`src/hw/rtl/rcws_pkg.sv`:
```
// Shared types, constants and angle helpers for the ray cast wall scanner.
package rcws_pkg;

    // Item command codes
    localparam logic CMD_LOAD = 1'b0;
    localparam logic CMD_SCAN = 1'b1;

    // Datapath widths
    localparam int DIR_W     = 16;
    localparam int DIFF_W    = 33;
    localparam int MUL_W     = 34;
    localparam int PROD_W    = 68;
    localparam int DEN_W     = 50;
    localparam int CROSS_W   = 67;
    localparam int MAG_W     = 66;
    localparam int NUM_W     = 80;
    localparam int QUO_W     = 34;
    localparam int AXIS_W    = 33;
    localparam int SUM_W     = 65;
    localparam int ROOT_W    = 64;
    localparam int DIST_W    = 32;
    localparam int FRAC_SH   = 14;
    localparam int IDX_W     = 11;
    localparam int DIV_STEPS = 80;
    localparam int ROOT_STEPS = 32;

    localparam logic [ROOT_W-1:0] ROOT_BIT_INIT = 64'h4000_0000_0000_0000;
    localparam logic [9:0] DEG_FULL    = 10'd360;
    localparam logic [9:0] DEG_QUARTER = 10'd90;

    // Quarter-wave sine, Q2.14, one entry per degree
    localparam logic [14:0] SIN_Q14 [0:90] = '{
        15'd0,     15'd286,   15'd572,   15'd857,   15'd1143,
        15'd1428,  15'd1713,  15'd1997,  15'd2280,  15'd2563,
        15'd2845,  15'd3126,  15'd3406,  15'd3686,  15'd3964,
        15'd4240,  15'd4516,  15'd4790,  15'd5063,  15'd5334,
        15'd5604,  15'd5872,  15'd6138,  15'd6402,  15'd6664,
        15'd6924,  15'd7182,  15'd7438,  15'd7692,  15'd7943,
        15'd8192,  15'd8438,  15'd8682,  15'd8923,  15'd9162,
        15'd9397,  15'd9630,  15'd9860,  15'd10087, 15'd10311,
        15'd10531, 15'd10749, 15'd10963, 15'd11174, 15'd11381,
        15'd11585, 15'd11786, 15'd11982, 15'd12176, 15'd12365,
        15'd12551, 15'd12733, 15'd12911, 15'd13085, 15'd13255,
        15'd13421, 15'd13583, 15'd13741, 15'd13894, 15'd14044,
        15'd14189, 15'd14330, 15'd14466, 15'd14598, 15'd14726,
        15'd14849, 15'd14968, 15'd15082, 15'd15191, 15'd15296,
        15'd15396, 15'd15491, 15'd15582, 15'd15668, 15'd15749,
        15'd15826, 15'd15897, 15'd15964, 15'd16026, 15'd16083,
        15'd16135, 15'd16182, 15'd16225, 15'd16262, 15'd16294,
        15'd16322, 15'd16344, 15'd16362, 15'd16374, 15'd16382,
        15'd16384
    };

    // Ray offsets in degrees, in ray order
    localparam logic [8:0] RAY_OFFSET [0:7] = '{
        9'd3, 9'd357, 9'd177, 9'd183, 9'd87, 9'd93, 9'd273, 9'd267
    };

    typedef enum logic [3:0] {
        ST_IDLE, ST_RAY, ST_READ, ST_DIFF, ST_MUL, ST_CHECK, ST_DIV, ST_RANGE,
        ST_SCALE, ST_SQUARE, ST_ROOT_INIT, ST_ROOT, ST_UPDATE, ST_EMIT
    } state_t;

    typedef enum logic [3:0] {
        MUL_DX_EY, MUL_DY_EX, MUL_WX_DY, MUL_WY_DX, MUL_WX_EY, MUL_WY_EX,
        MUL_T_DX, MUL_T_DY, MUL_AX_AX, MUL_AY_AY
    } mul_sel_t;

    typedef enum logic [3:0] {
        ACC_NONE, ACC_DEN_LOAD, ACC_DEN_SUB, ACC_S_LOAD, ACC_S_SUB, ACC_N_LOAD,
        ACC_N_SUB, ACC_AX_LOAD, ACC_AY_LOAD, ACC_SUM_LOAD, ACC_SUM_ADD
    } acc_op_t;

    typedef struct packed {
        logic             load_we;
        logic             scan_start;
        logic             ray_init;
        logic [2:0]       ray_idx;
        logic             rd_en;
        logic [IDX_W-1:0] rd_addr;
        logic             diff_en;
        logic             mul_en;
        mul_sel_t         mul_sel;
        acc_op_t          acc_op;
        logic             div_init;
        logic             div_step;
        logic             dist_max;
        logic             sqrt_init;
        logic             sqrt_step;
        logic             upd;
    } cmd_t;

    typedef struct packed {
        logic wall_ok;
        logic t_sat;
        logic ax_fit;
        logic sum_ovf;
    } stat_t;

    // Sine of a whole-degree angle below 360, signed Q2.14
    function automatic logic signed [DIR_W-1:0] sin_deg(input logic [8:0] a);
        logic [8:0]  idx;
        logic        neg;
        logic [15:0] mag;
        if (a <= 9'd90) begin
            idx = a;
            neg = 1'b0;
        end else if (a <= 9'd180) begin
            idx = 9'd180 - a;
            neg = 1'b0;
        end else if (a <= 9'd270) begin
            idx = a - 9'd180;
            neg = 1'b1;
        end else begin
            idx = 9'd360 - a;
            neg = 1'b1;
        end
        mag = {1'b0, SIN_Q14[idx[6:0]]};
        return neg ? -mag : mag;
    endfunction

endpackage

```
`src/hw/rtl/rcws_ctrl.sv`:
```
// Controller: sequences loads, rays, walls and the iterative units.
module rcws_ctrl #(
    parameter int MAX_WALLS = 64,
    parameter int RAY_COUNT = 8
) (
    input  logic            clk,
    input  logic            rst_n,
    input  logic            cfg_we,
    input  logic [6:0]      cfg_wdata,
    input  logic            in_valid,
    output logic            in_ready,
    input  logic            in_cmd,
    output logic            out_valid,
    input  logic            out_ready,
    output logic [2:0]      ray_number,
    output logic            last,
    output rcws_pkg::cmd_t  cmd,
    input  rcws_pkg::stat_t stat
);

    localparam int WC_W = $clog2(MAX_WALLS + 1);

    rcws_pkg::state_t state_reg, state_next;
    logic [6:0]      wall_count_reg;
    logic [WC_W-1:0] wall_reg, wall_next;
    logic [2:0]      ray_reg, ray_next;
    logic [2:0]      step_reg, step_next;
    logic [6:0]      iter_reg, iter_next;

    logic [rcws_pkg::IDX_W-1:0] count_ext;
    logic [rcws_pkg::IDX_W-1:0] n_lim;
    logic                       last_wall;
    logic                       last_ray;

    // Clamp the wall count to the table depth
    assign count_ext = rcws_pkg::IDX_W'(wall_count_reg);
    assign n_lim     = (count_ext > rcws_pkg::IDX_W'(MAX_WALLS))
                     ? rcws_pkg::IDX_W'(MAX_WALLS) : count_ext;
    assign last_wall = (rcws_pkg::IDX_W'(wall_reg) + rcws_pkg::IDX_W'(1)) == n_lim;
    assign last_ray  = ray_reg == 3'(RAY_COUNT - 1);

    assign ray_number = ray_reg;
    assign last       = last_ray;

    // State and counters
    always_ff @(posedge clk or negedge rst_n)
    begin
        if (!rst_n)
        begin
            state_reg      <= rcws_pkg::ST_IDLE;
            wall_count_reg <= '0;
            wall_reg       <= '0;
            ray_reg        <= '0;
            step_reg       <= '0;
            iter_reg       <= '0;
        end
        else
        begin
            state_reg <= state_next;
            wall_reg  <= wall_next;
            ray_reg   <= ray_next;
            step_reg  <= step_next;
            iter_reg  <= iter_next;
            if (cfg_we)
            begin
                wall_count_reg <= cfg_wdata;
            end
        end
    end

    // Next state and datapath commands
    always_comb
    begin
        state_next  = state_reg;
        wall_next   = wall_reg;
        ray_next    = ray_reg;
        step_next   = step_reg;
        iter_next   = iter_reg;
        in_ready    = 1'b0;
        out_valid   = 1'b0;
        cmd         = '0;
        cmd.ray_idx = ray_reg;
        cmd.rd_addr = rcws_pkg::IDX_W'(wall_reg);

        case (state_reg)
            rcws_pkg::ST_IDLE:
            begin
                in_ready = 1'b1;
                if (in_valid)
                begin
                    if (in_cmd == rcws_pkg::CMD_LOAD)
                    begin
                        cmd.load_we = 1'b1;
                    end
                    else
                    begin
                        cmd.scan_start = 1'b1;
                        ray_next       = '0;
                        state_next     = rcws_pkg::ST_RAY;
                    end
                end
            end
            rcws_pkg::ST_RAY:
            begin
                cmd.ray_init = 1'b1;
                wall_next    = '0;
                state_next   = (n_lim == '0) ? rcws_pkg::ST_EMIT : rcws_pkg::ST_READ;
            end
            rcws_pkg::ST_READ:
            begin
                cmd.rd_en  = 1'b1;
                state_next = rcws_pkg::ST_DIFF;
            end
            rcws_pkg::ST_DIFF:
            begin
                cmd.diff_en = 1'b1;
                step_next   = '0;
                state_next  = rcws_pkg::ST_MUL;
            end
            rcws_pkg::ST_MUL:
            begin
                // Six cross products through the one multiplier
                cmd.mul_en = 1'b1;
                step_next  = step_reg + 3'd1;
                case (step_reg)
                    3'd0: cmd.mul_sel = rcws_pkg::MUL_DX_EY;
                    3'd1:
                    begin
                        cmd.mul_sel = rcws_pkg::MUL_DY_EX;
                        cmd.acc_op  = rcws_pkg::ACC_DEN_LOAD;
                    end
                    3'd2:
                    begin
                        cmd.mul_sel = rcws_pkg::MUL_WX_DY;
                        cmd.acc_op  = rcws_pkg::ACC_DEN_SUB;
                    end
                    3'd3:
                    begin
                        cmd.mul_sel = rcws_pkg::MUL_WY_DX;
                        cmd.acc_op  = rcws_pkg::ACC_S_LOAD;
                    end
                    3'd4:
                    begin
                        cmd.mul_sel = rcws_pkg::MUL_WX_EY;
                        cmd.acc_op  = rcws_pkg::ACC_S_SUB;
                    end
                    3'd5:
                    begin
                        cmd.mul_sel = rcws_pkg::MUL_WY_EX;
                        cmd.acc_op  = rcws_pkg::ACC_N_LOAD;
                    end
                    default:
                    begin
                        cmd.mul_en = 1'b0;
                        cmd.acc_op = rcws_pkg::ACC_N_SUB;
                        step_next  = '0;
                        state_next = rcws_pkg::ST_CHECK;
                    end
                endcase
            end
            rcws_pkg::ST_CHECK:
            begin
                if (stat.wall_ok)
                begin
                    cmd.div_init = 1'b1;
                    iter_next    = '0;
                    state_next   = rcws_pkg::ST_DIV;
                end
                else
                begin
                    wall_next  = wall_reg + WC_W'(1);
                    state_next = last_wall ? rcws_pkg::ST_EMIT : rcws_pkg::ST_READ;
                end
            end
            rcws_pkg::ST_DIV:
            begin
                cmd.div_step = 1'b1;
                iter_next    = iter_reg + 7'd1;
                if (iter_reg == 7'(rcws_pkg::DIV_STEPS - 1))
                begin
                    state_next = rcws_pkg::ST_RANGE;
                end
            end
            rcws_pkg::ST_RANGE:
            begin
                step_next = '0;
                if (stat.t_sat)
                begin
                    cmd.dist_max = 1'b1;
                    state_next   = rcws_pkg::ST_UPDATE;
                end
                else
                begin
                    state_next = rcws_pkg::ST_SCALE;
                end
            end
            rcws_pkg::ST_SCALE:
            begin
                // Range times direction gives the axis offsets
                step_next = step_reg + 3'd1;
                case (step_reg)
                    3'd0:
                    begin
                        cmd.mul_en  = 1'b1;
                        cmd.mul_sel = rcws_pkg::MUL_T_DX;
                    end
                    3'd1:
                    begin
                        cmd.mul_en  = 1'b1;
                        cmd.mul_sel = rcws_pkg::MUL_T_DY;
                        cmd.acc_op  = rcws_pkg::ACC_AX_LOAD;
                    end
                    default:
                    begin
                        cmd.acc_op = rcws_pkg::ACC_AY_LOAD;
                        step_next  = '0;
                        state_next = rcws_pkg::ST_SQUARE;
                    end
                endcase
            end
            rcws_pkg::ST_SQUARE:
            begin
                step_next = step_reg + 3'd1;
                case (step_reg)
                    3'd0:
                    begin
                        if (!stat.ax_fit)
                        begin
                            cmd.dist_max = 1'b1;
                            step_next    = '0;
                            state_next   = rcws_pkg::ST_UPDATE;
                        end
                        else
                        begin
                            cmd.mul_en  = 1'b1;
                            cmd.mul_sel = rcws_pkg::MUL_AX_AX;
                        end
                    end
                    3'd1:
                    begin
                        cmd.mul_en  = 1'b1;
                        cmd.mul_sel = rcws_pkg::MUL_AY_AY;
                        cmd.acc_op  = rcws_pkg::ACC_SUM_LOAD;
                    end
                    default:
                    begin
                        cmd.acc_op = rcws_pkg::ACC_SUM_ADD;
                        step_next  = '0;
                        state_next = rcws_pkg::ST_ROOT_INIT;
                    end
                endcase
            end
            rcws_pkg::ST_ROOT_INIT:
            begin
                iter_next = '0;
                if (stat.sum_ovf)
                begin
                    cmd.dist_max = 1'b1;
                    state_next   = rcws_pkg::ST_UPDATE;
                end
                else
                begin
                    cmd.sqrt_init = 1'b1;
                    state_next    = rcws_pkg::ST_ROOT;
                end
            end
            rcws_pkg::ST_ROOT:
            begin
                cmd.sqrt_step = 1'b1;
                iter_next     = iter_reg + 7'd1;
                if (iter_reg == 7'(rcws_pkg::ROOT_STEPS - 1))
                begin
                    state_next = rcws_pkg::ST_UPDATE;
                end
            end
            rcws_pkg::ST_UPDATE:
            begin
                cmd.upd    = 1'b1;
                wall_next  = wall_reg + WC_W'(1);
                state_next = last_wall ? rcws_pkg::ST_EMIT : rcws_pkg::ST_READ;
            end
            rcws_pkg::ST_EMIT:
            begin
                // Hold the result beat until the receiver takes it
                out_valid = 1'b1;
                if (out_ready)
                begin
                    if (last_ray)
                    begin
                        state_next = rcws_pkg::ST_IDLE;
                    end
                    else
                    begin
                        ray_next   = ray_reg + 3'd1;
                        state_next = rcws_pkg::ST_RAY;
                    end
                end
            end
            default:
            begin
                state_next = rcws_pkg::ST_IDLE;
            end
        endcase
    end

endmodule

```
`config.mk`:
```
export PLATFORM = sky130hd
export DESIGN_NAME = rcws_ctrl
export DESIGN_NICKNAME = d
export VERILOG_FILES = /design/src/hw/rtl/rcws_pkg.sv /design/src/hw/rtl/rcws_ctrl.sv
export SDC_FILE = /design/constraint.sdc
export NUM_CORES = 1
export LEC_CHECK = 0
export ABC_AREA = 1
export ABC_CLOCK_PERIOD_IN_PS = 2500
export BUFFER_PORTS_ARGS = -buffer_cell sky130_fd_sc_hd__buf_2
export CORE_MARGIN = 2
export CORE_UTILIZATION = 45
export CTS_BUF_LIST = sky130_fd_sc_hd__clkbuf_16
export DETAILED_ROUTE_END_ITERATION = 8
export HOLD_SLACK_MARGIN = 0.02
export MAX_ROUTING_LAYER = met4
export PLACE_DENSITY = 0.69
export RECOVER_POWER = 100
export SLEW_MARGIN = 25
export SYNTH_ARGS = -nofsm -noshare
export SYNTH_HDL_FRONTEND = slang
export SYNTH_SLANG_ARGS = --single-unit
```
`constraint.sdc`:
```
create_clock -name clk -period 2.5 [get_ports clk]
set_clock_uncertainty 0.1 [all_clocks]
set_input_delay 0.5 -clock clk [delete_from_list [all_inputs] [get_ports clk]]
set_output_delay 0.5 -clock clk [all_outputs]
set_load 0.01 [all_outputs]
```
==> reports/summary.txt <==
Storage cell area -> 781 µm²
Biggest area consumer among synthesized cells -> dfrtp_1
WL final -> 5830 µm
Worst r2r dst -> iter_reg[6]$_DFFE_PN0P_
Setup TNS -> 0 ns
First-pass GRT wire length -> 10300 µm
Site Rows -> 26
Reg clk slew, reported paths -> 0.05 ns
I/O Pins -> 57
Status -> finished with violations
CP max FO -> 5
Core area -> 5110 µm²
EDFF count, synth -> 0
GRT Overall Usage -> 0.221
DRT iter0 DRCs -> 157
Fin cells -> 470
PortBufs -> 52
CTS Buffer Depth -> 2
Fin crit share -> 0.951
Post-synth cell types -> 37
Final-stage net count -> 427
Kind of critical path -> register to output pin
RePlAce Congestion -> 0.907
Full die area -> 5890 µm²
Final Power -> 2.48 mW
Dpl cells -> 461
CP startpoint kind -> register
Share of layout cells above drive strength 1 -> 0.163
Final setup viols -> 0
Power Density -> 892 nW/µm²
Critical Path RT -> 1.90 ns
Area growth, synth to finish -> 16.9%
Syn_area_per_cell -> 6.93 µm²
R2R depth -> 12
DP HPWL -> 4620 µm
Slew Viols, Final -> 32
YS warnings -> 0
Max-Cap Viols -> 1
Final Hold Fails -> 0
Sequential share of power -> 0.293
Worst-path cell chain -> inv_2, ha_1, inv_1, nor2_2, nand2_2, a31oi_1, nor2_1, inv_1, buf_2
Worst path max stage delay -> 0.42 ns
Hold_buf cts -> 0
Fillers -> 565
Starting Density -> 0.466
RSZ-0062 raised after global routing -> no
Vias per cell -> 5.02
Num Clock Sinks -> 31
Initial antenna violation count -> 0
R2r startpoint -> state_reg[2]$_DFFE_PN0P_
Seq/Total Area, Yosys -> 0.326
TritonCTS clock tree -> built
Crit. Startpoint -> step_reg[1]$_DFFE_PN0P_
Switch share -> 0.455
Largest net degree at the start of global routing -> 32
Cell count after synthesis -> 344
Worst Hold End -> wall_count_reg[6]$_DFFE_PN0P_
DRT Pass-1 Iters -> 4
Static leakage -> 1.45 nW
Critical-path top delay cell -> dfrtp_1
Top FF cell, synth -> dfrtp_1
Routed Antenna Nets -> 0
Slew HR -> -0.0917
FF+latch count, synth -> 31
Tightest Pin Transition -> 1.64 ns
DR vias -> 2359
Flop2flop setup slack -> 0.31 ns
Hold path cells -> 3
TritonCTS Buffers -> 5
Clock share of power -> 0.231
Die Y -> 76.8 µm
CP Data Arrival Time -> 1.78 ns
ANT cells -> 0
Multi-input logic area -> 1330 µm²
Most frequent cell on the critical path -> inv_1
Worst Hold Class -> primary input to register
Die W -> 76.8 µm
Final min period -> 2.38 ns
Yosys top cell area share -> 0.326
Post-Syn Area -> 2380 µm²
Cell Int Power -> 1.35 mW
Switch Pwr -> 1.13 mW
Clock latency on the worst-skew pair -> 0.28 ns
Top post-synthesis cells by area -> dfrtp_1 (33%), nand2_1 (14%), inv_1 (7.4%)
Core Util, Final -> 0.545
F_max -> 420 MHz
Vias in the first global route -> 2262
Comb power frac -> 0.476
Ys async rst share -> 1.00
CP Capture Type -> output pin
GRT overflow -> 0
Failing checks -> max-capacitance violations, max-slew violations
Hold path start -> cfg_wdata[6]
Clock root buffer -> clkbuf_16
DRC -> 0
Avg WL per Cell -> 12.4 µm
Peak VDD IR -> 0.000460 V
H-tree depth -> 2
==> how the worst max path moves through the flow <==
| stage | endpoint | slack (ns) | cells past startpoint |
|---|---|---|---|
| 6_report | cmd[14] | 0.12 | 9 |
| 5_1_grt | cmd[14] | 0.004 | 9 |
| 4_1_cts | cmd[14] | 0.02 | 10 |
| 3_5_place_dp | cmd[14] | 0.30 | 9 |
| 3_3_place_gp | cmd[14] | 0.33 | 10 |
| 2_1_floorplan | cmd[6] | 0.49 | 7 |
==> layer usage <==
layer | GRT usage | share of wire | vias to the layer above
li1 | - | - | 1211
met1 | 0.298 | 0.48 | 1077
met2 | 0.339 | 0.46 | 65
met3 | 0.0506 | 0.054 | 6
met4 | 0.0491 | 0.0096 | 0
met5 | - | 0 | -
==> stage by stage <==
stage               hold slack, ns  setup slack, ns  instance area, µm²
finish                       0.328            0.122                2780
global route                 0.360          0.00435                2780
CTS                          0.190           0.0247                2830
detailed placement           0.432            0.296                2690
global placement             0.415            0.326                2690
floorplan                    0.104            0.487                2390
==> cells in the final DEF (no fill, tap or decap), types with 2 or more instances in the layout <==
master and n:
o22ai_1 4, nor2_4 5, buf_4 2, conb_1 4
nand3_1 32, inv_4 2, nor2_2 4, ha_1 11
dfrtp_2 4, xor2_1 3, nor3_1 8, o21ai_0 23
clkbuf_1 28, nor2_1 33, mux2_2 6, clkbuf_16 5
inv_1 48, buf_2 24, a21oi_1 9, dfrtp_1 27
nand2_2 4, nand2_1 90, inv_2 6, nand4_1 5
==> Yosys cell counts (all sizes together), types with 3 or more instances <==
cell   number
nor2       42
nand4       5
nand2      94
inv        54
dfrtp      31
nor3        9
buf         8
xor2        3
o22ai       4
a21oi       9
o21ai      23
mux2        6
nand3      32
ha         11
==> what timing repair did <==
item                                    CTS  global route
resized for setup                         1            11
setup buffers                             0             1
endpoints found under the setup margin    1             4
==> worst max-delay path: cells and delay by family, from the launching register on <==
kind / cells / cell delay [ns]
and+or+nand+nor: 3 / 0.36
AOI/OAI and AO/OA: 1 / 0.17
adders and majority gates: 1 / 0.18
DFF: 1 / 0.42
buffers and inverters: 4 / 0.38
==> cell families after synthesis <==
group                      Yosys count  synth area share
adders and majority gates           11            0.0578
other                                1           0.00157
xor gates and xnor gates             4            0.0147
AOI/OAI and AO/OA                   42            0.0977
and+or+nand+nor                    186             0.362
buffers and inverters               63             0.112
muxes                                6            0.0284
DFF                                 31             0.326
==> power by group through the flow <==
stage,logic [mW],clock network [mW],registers (mW)
3_3_place_gp,1.17,0,0.722
5_1_grt,1.36,0.604,0.748
6_report,1.18,0.574,0.729
4_1_cts,1.18,0.585,0.720
3_5_place_dp,1.17,0,0.729
2_1_floorplan,0.861,0,0.700
==> final cells by class <==
cell class | count | area share
inverters | 54 | 0.0746
clock inverters | 3 | 0.00449
multi-input cells | 253 | 0.478
clock buffers | 5 | 0.0449
repair buffers | 54 | 0.0863
flip-flops and latches | 31 | 0.280
well taps | 70 | 0.0315
Note: power is estimated with default switching activity, not from simulation.
